File: config.mk
export PLATFORM = sky130hd
export DESIGN_NAME = cpu_idle_load_monitor
export DESIGN_NICKNAME = d
export VERILOG_FILES = /design/src/cilm_pkg.sv /design/src/cilm_serial.sv /design/src/cilm_div.sv /design/src/cpu_idle_load_monitor.sv
export SDC_FILE = /design/constraint.sdc
export NUM_CORES = 1
export LEC_CHECK = 0
export BUFFER_PORTS_ARGS = -buffer_cell sky130_fd_sc_hd__buf_2
export CAP_MARGIN = 20
export CORE_UTILIZATION = 55
export DETAILED_ROUTE_END_ITERATION = 8
export GPL_TIMING_DRIVEN = 0
export PLACE_DENSITY = 0.81
export SKIP_CTS_REPAIR_TIMING = 1
export SLEW_MARGIN = 5
export SYNTH_ARGS = -nofsm -noshare
export SYNTH_HDL_FRONTEND = slang
export SYNTH_SLANG_ARGS = --single-unit
File: constraint.sdc
create_clock -name clk -period 6.05 [get_ports clk]
set_input_delay 0 -clock clk [delete_from_list [all_inputs] [get_ports clk]]
set_output_delay 0 -clock clk [all_outputs]
set_load 0.05 [all_outputs]
File: src/cilm_pkg.sv
// Shared types and constants for the CPU idle load monitor.
package cilm_pkg;

  localparam logic [1:0] FUNC_START  = 2'd0;
  localparam logic [1:0] FUNC_SWITCH = 2'd1;
  localparam logic [1:0] FUNC_SAMPLE = 2'd2;

  localparam logic [31:0] MIN_WINDOW_RESET = 32'd16000000;
  localparam logic [9:0]  PERMILLE_FULL    = 10'd1000;
  localparam int          QUOT_BITS        = 10;

  // Status of one bit-serial pass, valid when done is high.
  typedef struct packed {
    logic done;
    logic below_min;
    logic ready;
  } ser_stat_t;

endpackage

File: src/cilm_serial.sv
// Bit-serial datapath: idle total, window length, idle delta and both compares, LSB first.
module cilm_serial
  import cilm_pkg::*;
#(
  parameter int CW = 32
) (
  input  logic          clk,
  input  logic          rst_n,
  input  logic          start,
  input  logic [31:0]   now_i,
  input  logic [CW-1:0] last_i,
  input  logic [CW-1:0] accum_i,
  input  logic [CW-1:0] wstart_i,
  input  logic [CW-1:0] widle_i,
  input  logic [31:0]   minw_i,
  input  logic          cur_idle_i,
  output logic [CW-1:0] idle_o,
  output logic [CW-1:0] total_o,
  output logic [CW-1:0] delta_o,
  output ser_stat_t     stat_o
);

  localparam int L  = (CW > 32) ? CW : 32;
  localparam int IW = $clog2(L);

  function automatic logic borrow_f(input logic a, input logic b, input logic bin);
    return (~a & b) | (~(a ^ b) & bin);
  endfunction

  function automatic logic carry_f(input logic a, input logic b, input logic cin);
    return (a & b) | (cin & (a ^ b));
  endfunction

  logic [L-1:0]  now_sr_r, last_sr_r, acc_sr_r, ws_sr_r, wi_sr_r, min_sr_r;
  logic [L-1:0]  idle_sr_r, tot_sr_r, dl_sr_r;
  logic          b1_r, c2_r, b3_r, b4_r, b5_r, b6_r;
  logic          cur_r;
  logic          busy_r;
  logic          done_r, below_r, ready_r;
  logic [IW-1:0] cnt_r;

  logic in_range;
  logic d_bit, add_bit, idl_bit, t_bit, dl_bit;
  logic tm, dlm, idlm;
  logic b1_nxt, c2_nxt, b3_nxt, b4_nxt, b5_nxt, b6_nxt;

  always_comb begin
    in_range = ({1'b0, cnt_r} < (IW+1)'(CW));
    d_bit    = now_sr_r[0] ^ last_sr_r[0] ^ b1_r;
    b1_nxt   = borrow_f(now_sr_r[0], last_sr_r[0], b1_r);
    add_bit  = cur_r & d_bit;
    idl_bit  = acc_sr_r[0] ^ add_bit ^ c2_r;
    c2_nxt   = carry_f(acc_sr_r[0], add_bit, c2_r);
    t_bit    = now_sr_r[0] ^ ws_sr_r[0] ^ b3_r;
    b3_nxt   = borrow_f(now_sr_r[0], ws_sr_r[0], b3_r);
    dl_bit   = idl_bit ^ wi_sr_r[0] ^ b4_r;
    b4_nxt   = borrow_f(idl_bit, wi_sr_r[0], b4_r);
    // bits above the counter width are zero after the modulo
    tm       = t_bit & in_range;
    dlm      = dl_bit & in_range;
    idlm     = idl_bit & in_range;
    b5_nxt   = borrow_f(tm, min_sr_r[0], b5_r);
    b6_nxt   = borrow_f(tm, dlm, b6_r);
  end

  always_ff @(posedge clk) begin
    if (!rst_n) begin
      busy_r <= 1'b0;
      done_r <= 1'b0;
      cnt_r  <= '0;
    end else begin
      done_r <= 1'b0;
      if (start) begin
        busy_r <= 1'b1;
        cnt_r  <= '0;
      end else if (busy_r) begin
        cnt_r <= cnt_r + 1'b1;
        if (cnt_r == IW'(L - 1)) begin
          busy_r <= 1'b0;
          done_r <= 1'b1;
        end
      end
    end
  end

  always_ff @(posedge clk) begin
    if (start) begin
      now_sr_r  <= L'(now_i);
      last_sr_r <= L'(last_i);
      acc_sr_r  <= L'(accum_i);
      ws_sr_r   <= L'(wstart_i);
      wi_sr_r   <= L'(widle_i);
      min_sr_r  <= L'(minw_i);
      cur_r     <= cur_idle_i;
      {b1_r, c2_r, b3_r, b4_r, b5_r, b6_r} <= '0;
    end else if (busy_r) begin
      now_sr_r  <= now_sr_r >> 1;
      last_sr_r <= last_sr_r >> 1;
      acc_sr_r  <= acc_sr_r >> 1;
      ws_sr_r   <= ws_sr_r >> 1;
      wi_sr_r   <= wi_sr_r >> 1;
      min_sr_r  <= min_sr_r >> 1;
      idle_sr_r <= {idlm, idle_sr_r[L-1:1]};
      tot_sr_r  <= {tm, tot_sr_r[L-1:1]};
      dl_sr_r   <= {dlm, dl_sr_r[L-1:1]};
      b1_r      <= b1_nxt;
      c2_r      <= c2_nxt;
      b3_r      <= b3_nxt;
      b4_r      <= b4_nxt;
      b5_r      <= b5_nxt;
      b6_r      <= b6_nxt;
      if (cnt_r == IW'(L - 1)) begin
        below_r <= b5_nxt;
        ready_r <= ~b6_nxt;
      end
    end
  end

  assign idle_o           = idle_sr_r[CW-1:0];
  assign total_o          = tot_sr_r[CW-1:0];
  assign delta_o          = dl_sr_r[CW-1:0];
  assign stat_o.done      = done_r;
  assign stat_o.below_min = below_r;
  assign stat_o.ready     = ready_r;

endmodule

File: src/cilm_div.sv
// Restoring divider: floor(1000 * x / t), one quotient bit per cycle.
module cilm_div
  import cilm_pkg::*;
#(
  parameter int CW = 32
) (
  input  logic                 clk,
  input  logic                 rst_n,
  input  logic                 start,
  input  logic [CW-1:0]        x_i,
  input  logic [CW-1:0]        t_i,
  output logic [QUOT_BITS-1:0] q_o,
  output logic                 done_o
);

  localparam int NW = CW + QUOT_BITS;

  logic [NW-1:0]        n_scaled;
  logic [CW-1:0]        rem_r, t_r;
  logic [QUOT_BITS-1:0] nlo_r, q_r;
  logic [3:0]           cnt_r;
  logic                 busy_r, done_r;
  logic [CW:0]          r2, diff;
  logic                 ge;

  always_comb begin
    // 1000*x = 1024*x - 16*x - 8*x
    n_scaled = {x_i, {QUOT_BITS{1'b0}}} - (NW'(x_i) << 4) - (NW'(x_i) << 3);
    r2       = {rem_r, nlo_r[QUOT_BITS-1]};
    diff     = r2 - {1'b0, t_r};
    ge       = (r2 >= {1'b0, t_r});
  end

  always_ff @(posedge clk) begin
    if (!rst_n) begin
      busy_r <= 1'b0;
      done_r <= 1'b0;
      cnt_r  <= '0;
    end else begin
      done_r <= 1'b0;
      if (start) begin
        busy_r <= 1'b1;
        cnt_r  <= '0;
      end else if (busy_r) begin
        cnt_r <= cnt_r + 1'b1;
        if (cnt_r == 4'(QUOT_BITS - 1)) begin
          busy_r <= 1'b0;
          done_r <= 1'b1;
        end
      end
    end
  end

  always_ff @(posedge clk) begin
    if (start) begin
      rem_r <= n_scaled[NW-1:QUOT_BITS];
      nlo_r <= n_scaled[QUOT_BITS-1:0];
      t_r   <= t_i;
      q_r   <= '0;
    end else if (busy_r) begin
      rem_r <= ge ? diff[CW-1:0] : r2[CW-1:0];
      nlo_r <= nlo_r << 1;
      q_r   <= {q_r[QUOT_BITS-2:0], ge};
    end
  end

  assign q_o    = q_r;
  assign done_o = done_r;

endmodule

File: src/cpu_idle_load_monitor.sv
// CPU load monitor top level: event handling, window state and result register.
// Start request: taken directly in the idle state. Switch request: one bit-serial pass.
// Sample request: serial pass, 10-step divider, result load to out_valid; a window below
// the minimum ends after the serial pass. The result load waits while out_stall holds a result.
// Synchronous active-low reset: block stopped, min window 16000000, output empty.
module cpu_idle_load_monitor
  import cilm_pkg::*;
#(
  parameter int COUNT_WIDTH = 32
) (
  input  logic        clk,
  input  logic        rst_n,
  input  logic        cfg_wr_en,
  input  logic [31:0] cfg_wr_data,
  input  logic        in_valid,
  output logic        in_stall,
  input  logic [1:0]  in_func,
  input  logic [31:0] in_now_cycles,
  input  logic        in_to_idle,
  output logic        out_valid,
  input  logic        out_stall,
  output logic [31:0] out_win_total,
  output logic [31:0] out_win_idle,
  output logic        out_ready_res,
  output logic [9:0]  out_busy_permille,
  output logic [31:0] out_sequence_res
);

  localparam int CW = COUNT_WIDTH;

  localparam logic [1:0] S_IDLE = 2'd0;
  localparam logic [1:0] S_SER  = 2'd1;
  localparam logic [1:0] S_DIV  = 2'd2;
  localparam logic [1:0] S_OUT  = 2'd3;

  logic [1:0]    state_r;
  logic          running_r, cur_idle_r, to_idle_r, is_sample_r;
  logic [CW-1:0] last_r, acc_r, ws_r, wi_r, now_r;
  logic [CW-1:0] total_r, delta_r;
  logic          ready_r;
  logic [9:0]    busy_r;
  logic [31:0]   pub_r, minw_r;

  logic          out_valid_r, out_ready_r;
  logic [31:0]   out_total_r, out_idle_r, out_seq_r;
  logic [9:0]    out_busy_r;

  logic          in_acc, ser_start, div_start;
  logic [CW-1:0] ser_idle, ser_total, ser_delta;
  ser_stat_t     ser_stat;
  logic [9:0]    div_q;
  logic          div_done;

  assign in_stall  = (state_r != S_IDLE);
  assign in_acc    = in_valid & ~in_stall;
  assign ser_start = in_acc & running_r & ((in_func == FUNC_SWITCH) | (in_func == FUNC_SAMPLE));
  assign div_start = (state_r == S_SER) & ser_stat.done & is_sample_r & ~ser_stat.below_min;

  cilm_serial #(.CW(CW)) u_serial (
    .clk        (clk),
    .rst_n      (rst_n),
    .start      (ser_start),
    .now_i      (in_now_cycles),
    .last_i     (last_r),
    .accum_i    (acc_r),
    .wstart_i   (ws_r),
    .widle_i    (wi_r),
    .minw_i     (minw_r),
    .cur_idle_i (cur_idle_r),
    .idle_o     (ser_idle),
    .total_o    (ser_total),
    .delta_o    (ser_delta),
    .stat_o     (ser_stat)
  );

  cilm_div #(.CW(CW)) u_div (
    .clk    (clk),
    .rst_n  (rst_n),
    .start  (div_start),
    .x_i    (ser_delta),
    .t_i    (ser_total),
    .q_o    (div_q),
    .done_o (div_done)
  );

  always_ff @(posedge clk) begin
    if (!rst_n) begin
      minw_r <= MIN_WINDOW_RESET;
    end else if (cfg_wr_en) begin
      minw_r <= cfg_wr_data;
    end
  end

  always_ff @(posedge clk) begin
    if (!rst_n) begin
      state_r     <= S_IDLE;
      running_r   <= 1'b0;
      cur_idle_r  <= 1'b0;
      out_valid_r <= 1'b0;
    end else begin
      // result register is free or being drained this cycle
      if (state_r == S_OUT && (!out_valid_r || !out_stall)) begin
        out_valid_r <= 1'b1;
      end else if (out_valid_r && !out_stall) begin
        out_valid_r <= 1'b0;
      end
      unique case (state_r)
        S_IDLE: begin
          if (in_acc && in_func == FUNC_START) begin
            running_r  <= 1'b1;
            cur_idle_r <= 1'b0;
          end else if (ser_start) begin
            state_r <= S_SER;
          end
        end
        S_SER: begin
          if (ser_stat.done) begin
            if (!is_sample_r) begin
              cur_idle_r <= to_idle_r;
              state_r    <= S_IDLE;
            end else if (ser_stat.below_min) begin
              state_r <= S_IDLE;
            end else begin
              state_r <= S_DIV;
            end
          end
        end
        S_DIV: begin
          if (div_done) begin
            state_r <= S_OUT;
          end
        end
        S_OUT: begin
          if (!out_valid_r || !out_stall) begin
            state_r <= S_IDLE;
          end
        end
        default: state_r <= S_IDLE;
      endcase
    end
  end

  always_ff @(posedge clk) begin
    if (state_r == S_IDLE && in_acc) begin
      if (in_func == FUNC_START) begin
        acc_r <= '0;
        wi_r  <= '0;
        last_r <= CW'(in_now_cycles);
        ws_r  <= CW'(in_now_cycles);
        pub_r <= '0;
      end
      now_r       <= CW'(in_now_cycles);
      to_idle_r   <= in_to_idle;
      is_sample_r <= (in_func == FUNC_SAMPLE);
    end
    if (state_r == S_SER && ser_stat.done) begin
      if (!is_sample_r) begin
        acc_r  <= ser_idle;
        last_r <= now_r;
      end else if (!ser_stat.below_min) begin
        ws_r    <= now_r;
        wi_r    <= ser_idle;
        pub_r   <= pub_r + 32'd1;
        total_r <= ser_total;
        delta_r <= ser_delta;
        ready_r <= ser_stat.ready;
      end
    end
    if (state_r == S_DIV && div_done) begin
      busy_r <= (ready_r && total_r != '0) ? (PERMILLE_FULL - div_q) : 10'd0;
    end
    if (state_r == S_OUT && (!out_valid_r || !out_stall)) begin
      out_total_r <= 32'(total_r);
      out_idle_r  <= 32'(delta_r);
      out_ready_r <= ready_r;
      out_busy_r  <= busy_r;
      out_seq_r   <= pub_r;
    end
  end

  assign out_valid         = out_valid_r;
  assign out_win_total     = out_total_r;
  assign out_win_idle      = out_idle_r;
  assign out_ready_res     = out_ready_r;
  assign out_busy_permille = out_busy_r;
  assign out_sequence_res  = out_seq_r;

endmodule
==> metrics.md <==
| Metric | Value |
|---|---|
| Status | finished, final reports clean |
| Max clock buf depth | 3 |
| CTS Sinks | approximately 800 |
| Avg Cell Area, Syn | 11.83 µm² |
| Int Pwr | 9304 µW |
| Avg Vias per Cell | ~5.6 |
| Initial DRC count | 1,782 |
| Synth Flop Type | edfxtp_1 |
| Max incr delay on CP | roughly 0.72 ns |
| IO buf count | around 180 |
| Worst-path clk slew | 0.06 ns |
| CTS Buf Count | 80 |
| CTS tree | yes |
| DR vias | approximately 23,000 |
| Period minus WS final | ~4.2 ns |
| Sw Share | 0.2171 |
| Critical-path cell list | or2_2, nor2_1, nand3_1, clkbuf_1, clkbuf_1, nand2b_4, buf_16, buf_16, buf_16 |
| Clock power frac | 0.430 |
| First-pass GRT wire length | around 120,000 µm |
| Critical Path AT | 4.47 ns |
| GPL Wtd Cong | ~0.93 |
| Psw | ~2600 µW |
| # nets final | 3,380 |
| Row count | 90 |
| Worst Setup Start Kind | flip-flop |
| CP endpoint kind | flip-flop |
| Sequential cell area | between 0.02 and 0.025 mm² |
| DP Worst Slack | 1.893 ns |
| Number of remaining DRC errors | 0 |
| Largest net degree at the start of global routing | 66 |
| Post-Syn Area | approximately 0.034 mm² |
| Share of cells above drive strength 1 | 0.1106 |
| Area of the multi-input gates | 0.01088 mm² |
| RSZ-0062 raised after global routing | false |
| Critical Path RT | ~6.4 ns |
| Post-synth top area share | 0.5155 |
| Bufs and invs on worst path | 5 |
| Starting Density | 0.5568 |
| Hold Violations, Final | 0 |
| Final WL | 74,000 µm |
| Post-DRT Antenna Nets | 0 |
| Final core utilization | 0.6497 |
| Pleak | 0.01565 µW |
| Syn nets | roughly 3,000 |
| Initial antenna violation count | 3 |
| Placed cell count | around 3,800 |
| Synth cell types | 76 |
| Finished Layout Cells | around 4,000 |
| Seq/Total Area, Yosys | 0.6498 |
| Final setup margin | approximately 1.9 ns |
| Least-Margin Pin Slew | between 1 and 1.5 ns |
| Cells taking the most area after synthesis | edfxtp_1, dfxtp_1, nand2_1 |
| Area grow syn2layout | 16.67% |
| Total track usage | 0.2367 |
| Clk_lat worst skew | roughly 0.64 ns |
| Crit Path Class | reg -> reg |
| Fill count | around 4,300 |
| Count of final max-slew check failures | 0 |
| Asr flop ratio synth | 0 |
| Synth Warn # | 0 |
| Cell repeated most along the worst path | buf_16 |
| Setup violators final | 0 |
| Final global-route overflow total | 0 |
| Crit path max-delay family | simple AND/OR/NAND/NOR gates |
| CTS root buf | clkbuf_16 |
| Cell count after synthesis | roughly 2,800 |
| DP Wirelength | between 40,000 and 50,000 µm |
| Worst path slowest cell | nor2_1 |
| Die Footprint | about 0.062 mm² |
| Worst VDD drop | about 0.00024 V |
| Fmax | 239.6 MHz |
| Worst Path Max Fanout | 63 |
| Clock Skews | about 0.023 ns |
| Vias in the first global route | 22,070 |
| Max-Cap Viols | 0 |
| Number of synthesized flops with an enable pin | just under 600 |
| Boundary pin count | around 180 |
| Sequential share of power | 0.519 |
| Crit share post-route | 0.6899 |
| Cell taking the most area after synthesis | edfxtp_1 |
| Die X | about 250 µm |
| Routed len/inst | roughly 18 µm |
| Seq cells post-synth | between 800 and 900 |
| Die height | 249.4 µm |
| Combinational Power Share | 0.051 |
| Worst min-delay path category | in -> reg |
| Relative slew margins | 0.2972 |
| Power per cell area | about 300 mW/mm² |
| H-tree depth | 3 |
| Initial DRT Pass Iterations | 5 |
| Core area | 0.06047 mm² |
==> worst paths after layout <==
kind / start / to / slack (ns) / cells past startpoint
worst max-delay path: state_r[0]$_SDFFE_PN0P_ / u_serial.ws_sr_r[20]$_DFFE_PP_ / 1.88 / 9
worst max register to register: state_r[0]$_SDFFE_PN0P_ / u_serial.ws_sr_r[20]$_DFFE_PP_ / 1.88 / 9
worst min register to register: delta_r[23]$_DFFE_PP_ / out_win_idle[23]$_DFFE_PP_ / 0.42 / 0
worst min-delay path: in_now_cycles[7] / now_r[7]$_DFFE_PP_ / 0.10 / 2
==> kinds of logic after synthesis <==
family / share of synthesized area
simple gates: 0.1424
flops: 0.6498
compound gates: 0.09145
buf+inv: 0.02779
fa+ha+maj: 0.05128
xor+xnor: 0.01977
mux: 0.01746
==> layer usage <==
layer	routed length (µm)	vias up	track usage
met1	31690	10940	0.3171
met5	27	-	0
met4	2284	4	0.08642
li1	-	10830	-
met3	4312	144	0.04328
met2	35680	720	0.3872
==> through the flow <==
step / area [µm²] / power (µW) / hold slack [ns] / TNS (ns)
3_3_place_gp: 35550 / 6806 / 0.1791 / -29.55
5_1_grt: 39290 / 12260 / 0.08465 / 0
6_report: 39290 / 11880 / 0.1024 / 0
4_1_cts: 38570 / 11900 / -0.4888 / 0
2_1_floorplan: 33680 / 6643 / 0.09887 / 0
3_5_place_dp: 35830 / 6836 / 0.1855 / 0
==> power by group through the flow <==
| stage | sequential, µW | combinational [µW] | clock [µW] |
|---|---|---|---|
| after floorplan | 6250 | 393 | 0 |
| after global placement | 6280 | 522 | 0 |
| after detailed placement | 6280 | 559 | 0 |
| after CTS | 6160 | 566 | 5170 |
| after global routing | 6180 | 679 | 5400 |
| final | 6170 | 607 | 5110 |
==> worst reg2reg max path, delay by kind of cell, from the launching register on <==
family | cells | cell delay, ns
and+or+nand+nor | 4 | 1.74
buffers and inverters | 5 | 1.69
DFF | 1 | 0.37
==> cell usage after synthesis, types with 15 or more instances <==
master	n
dfxtp_1	226
a211oi_1	35
a22o_1	33
xor2_1	29
fa_1	30
a221o_1	64
mux2i_1	55
clkbuf_1	95
nand3_1	67
and3_1	51
nor2b_1	37
a21oi_1	93
ha_1	90
nor2_1	106
a21boi_0	15
inv_1	102
a21o_1	24
xnor2_1	47
nand4_1	24
edfxtp_1	578
nand2_1	759
o21ai_0	70
buf_2	20
nor3_1	17
==> placed cells by master, fill, tap and decap left out, types with 33 or more instances in the layout <==
master           n
nor2_1         106
xnor2_1         47
dfxtp_1        226
clkbuf_16       85
ha_1            90
o21ai_0         70
inv_1          101
clkbuf_1       110
mux2i_1         55
nor2b_1         37
edfxtp_1       578
a22o_1          33
a21oi_1         92
a211oi_1        35
dlygate4sd3_1   71
and3_1          51
a221o_1         64
buf_2          200
nand3_1         67
nand2_1        758
==> area by class of cell <==
type                       instances  area share
sequential                       804      0.5570
multi-input combinational       1806      0.2769
clock buffer                     107     0.05777
timing repair buffer             260     0.04733
tap                              782     0.02491
buffer                           134     0.01414
clock inverter                    41     0.01210
inverter                         102    0.009809
antenna                            1  0.00006370
(Power assumes the default switching activity.)
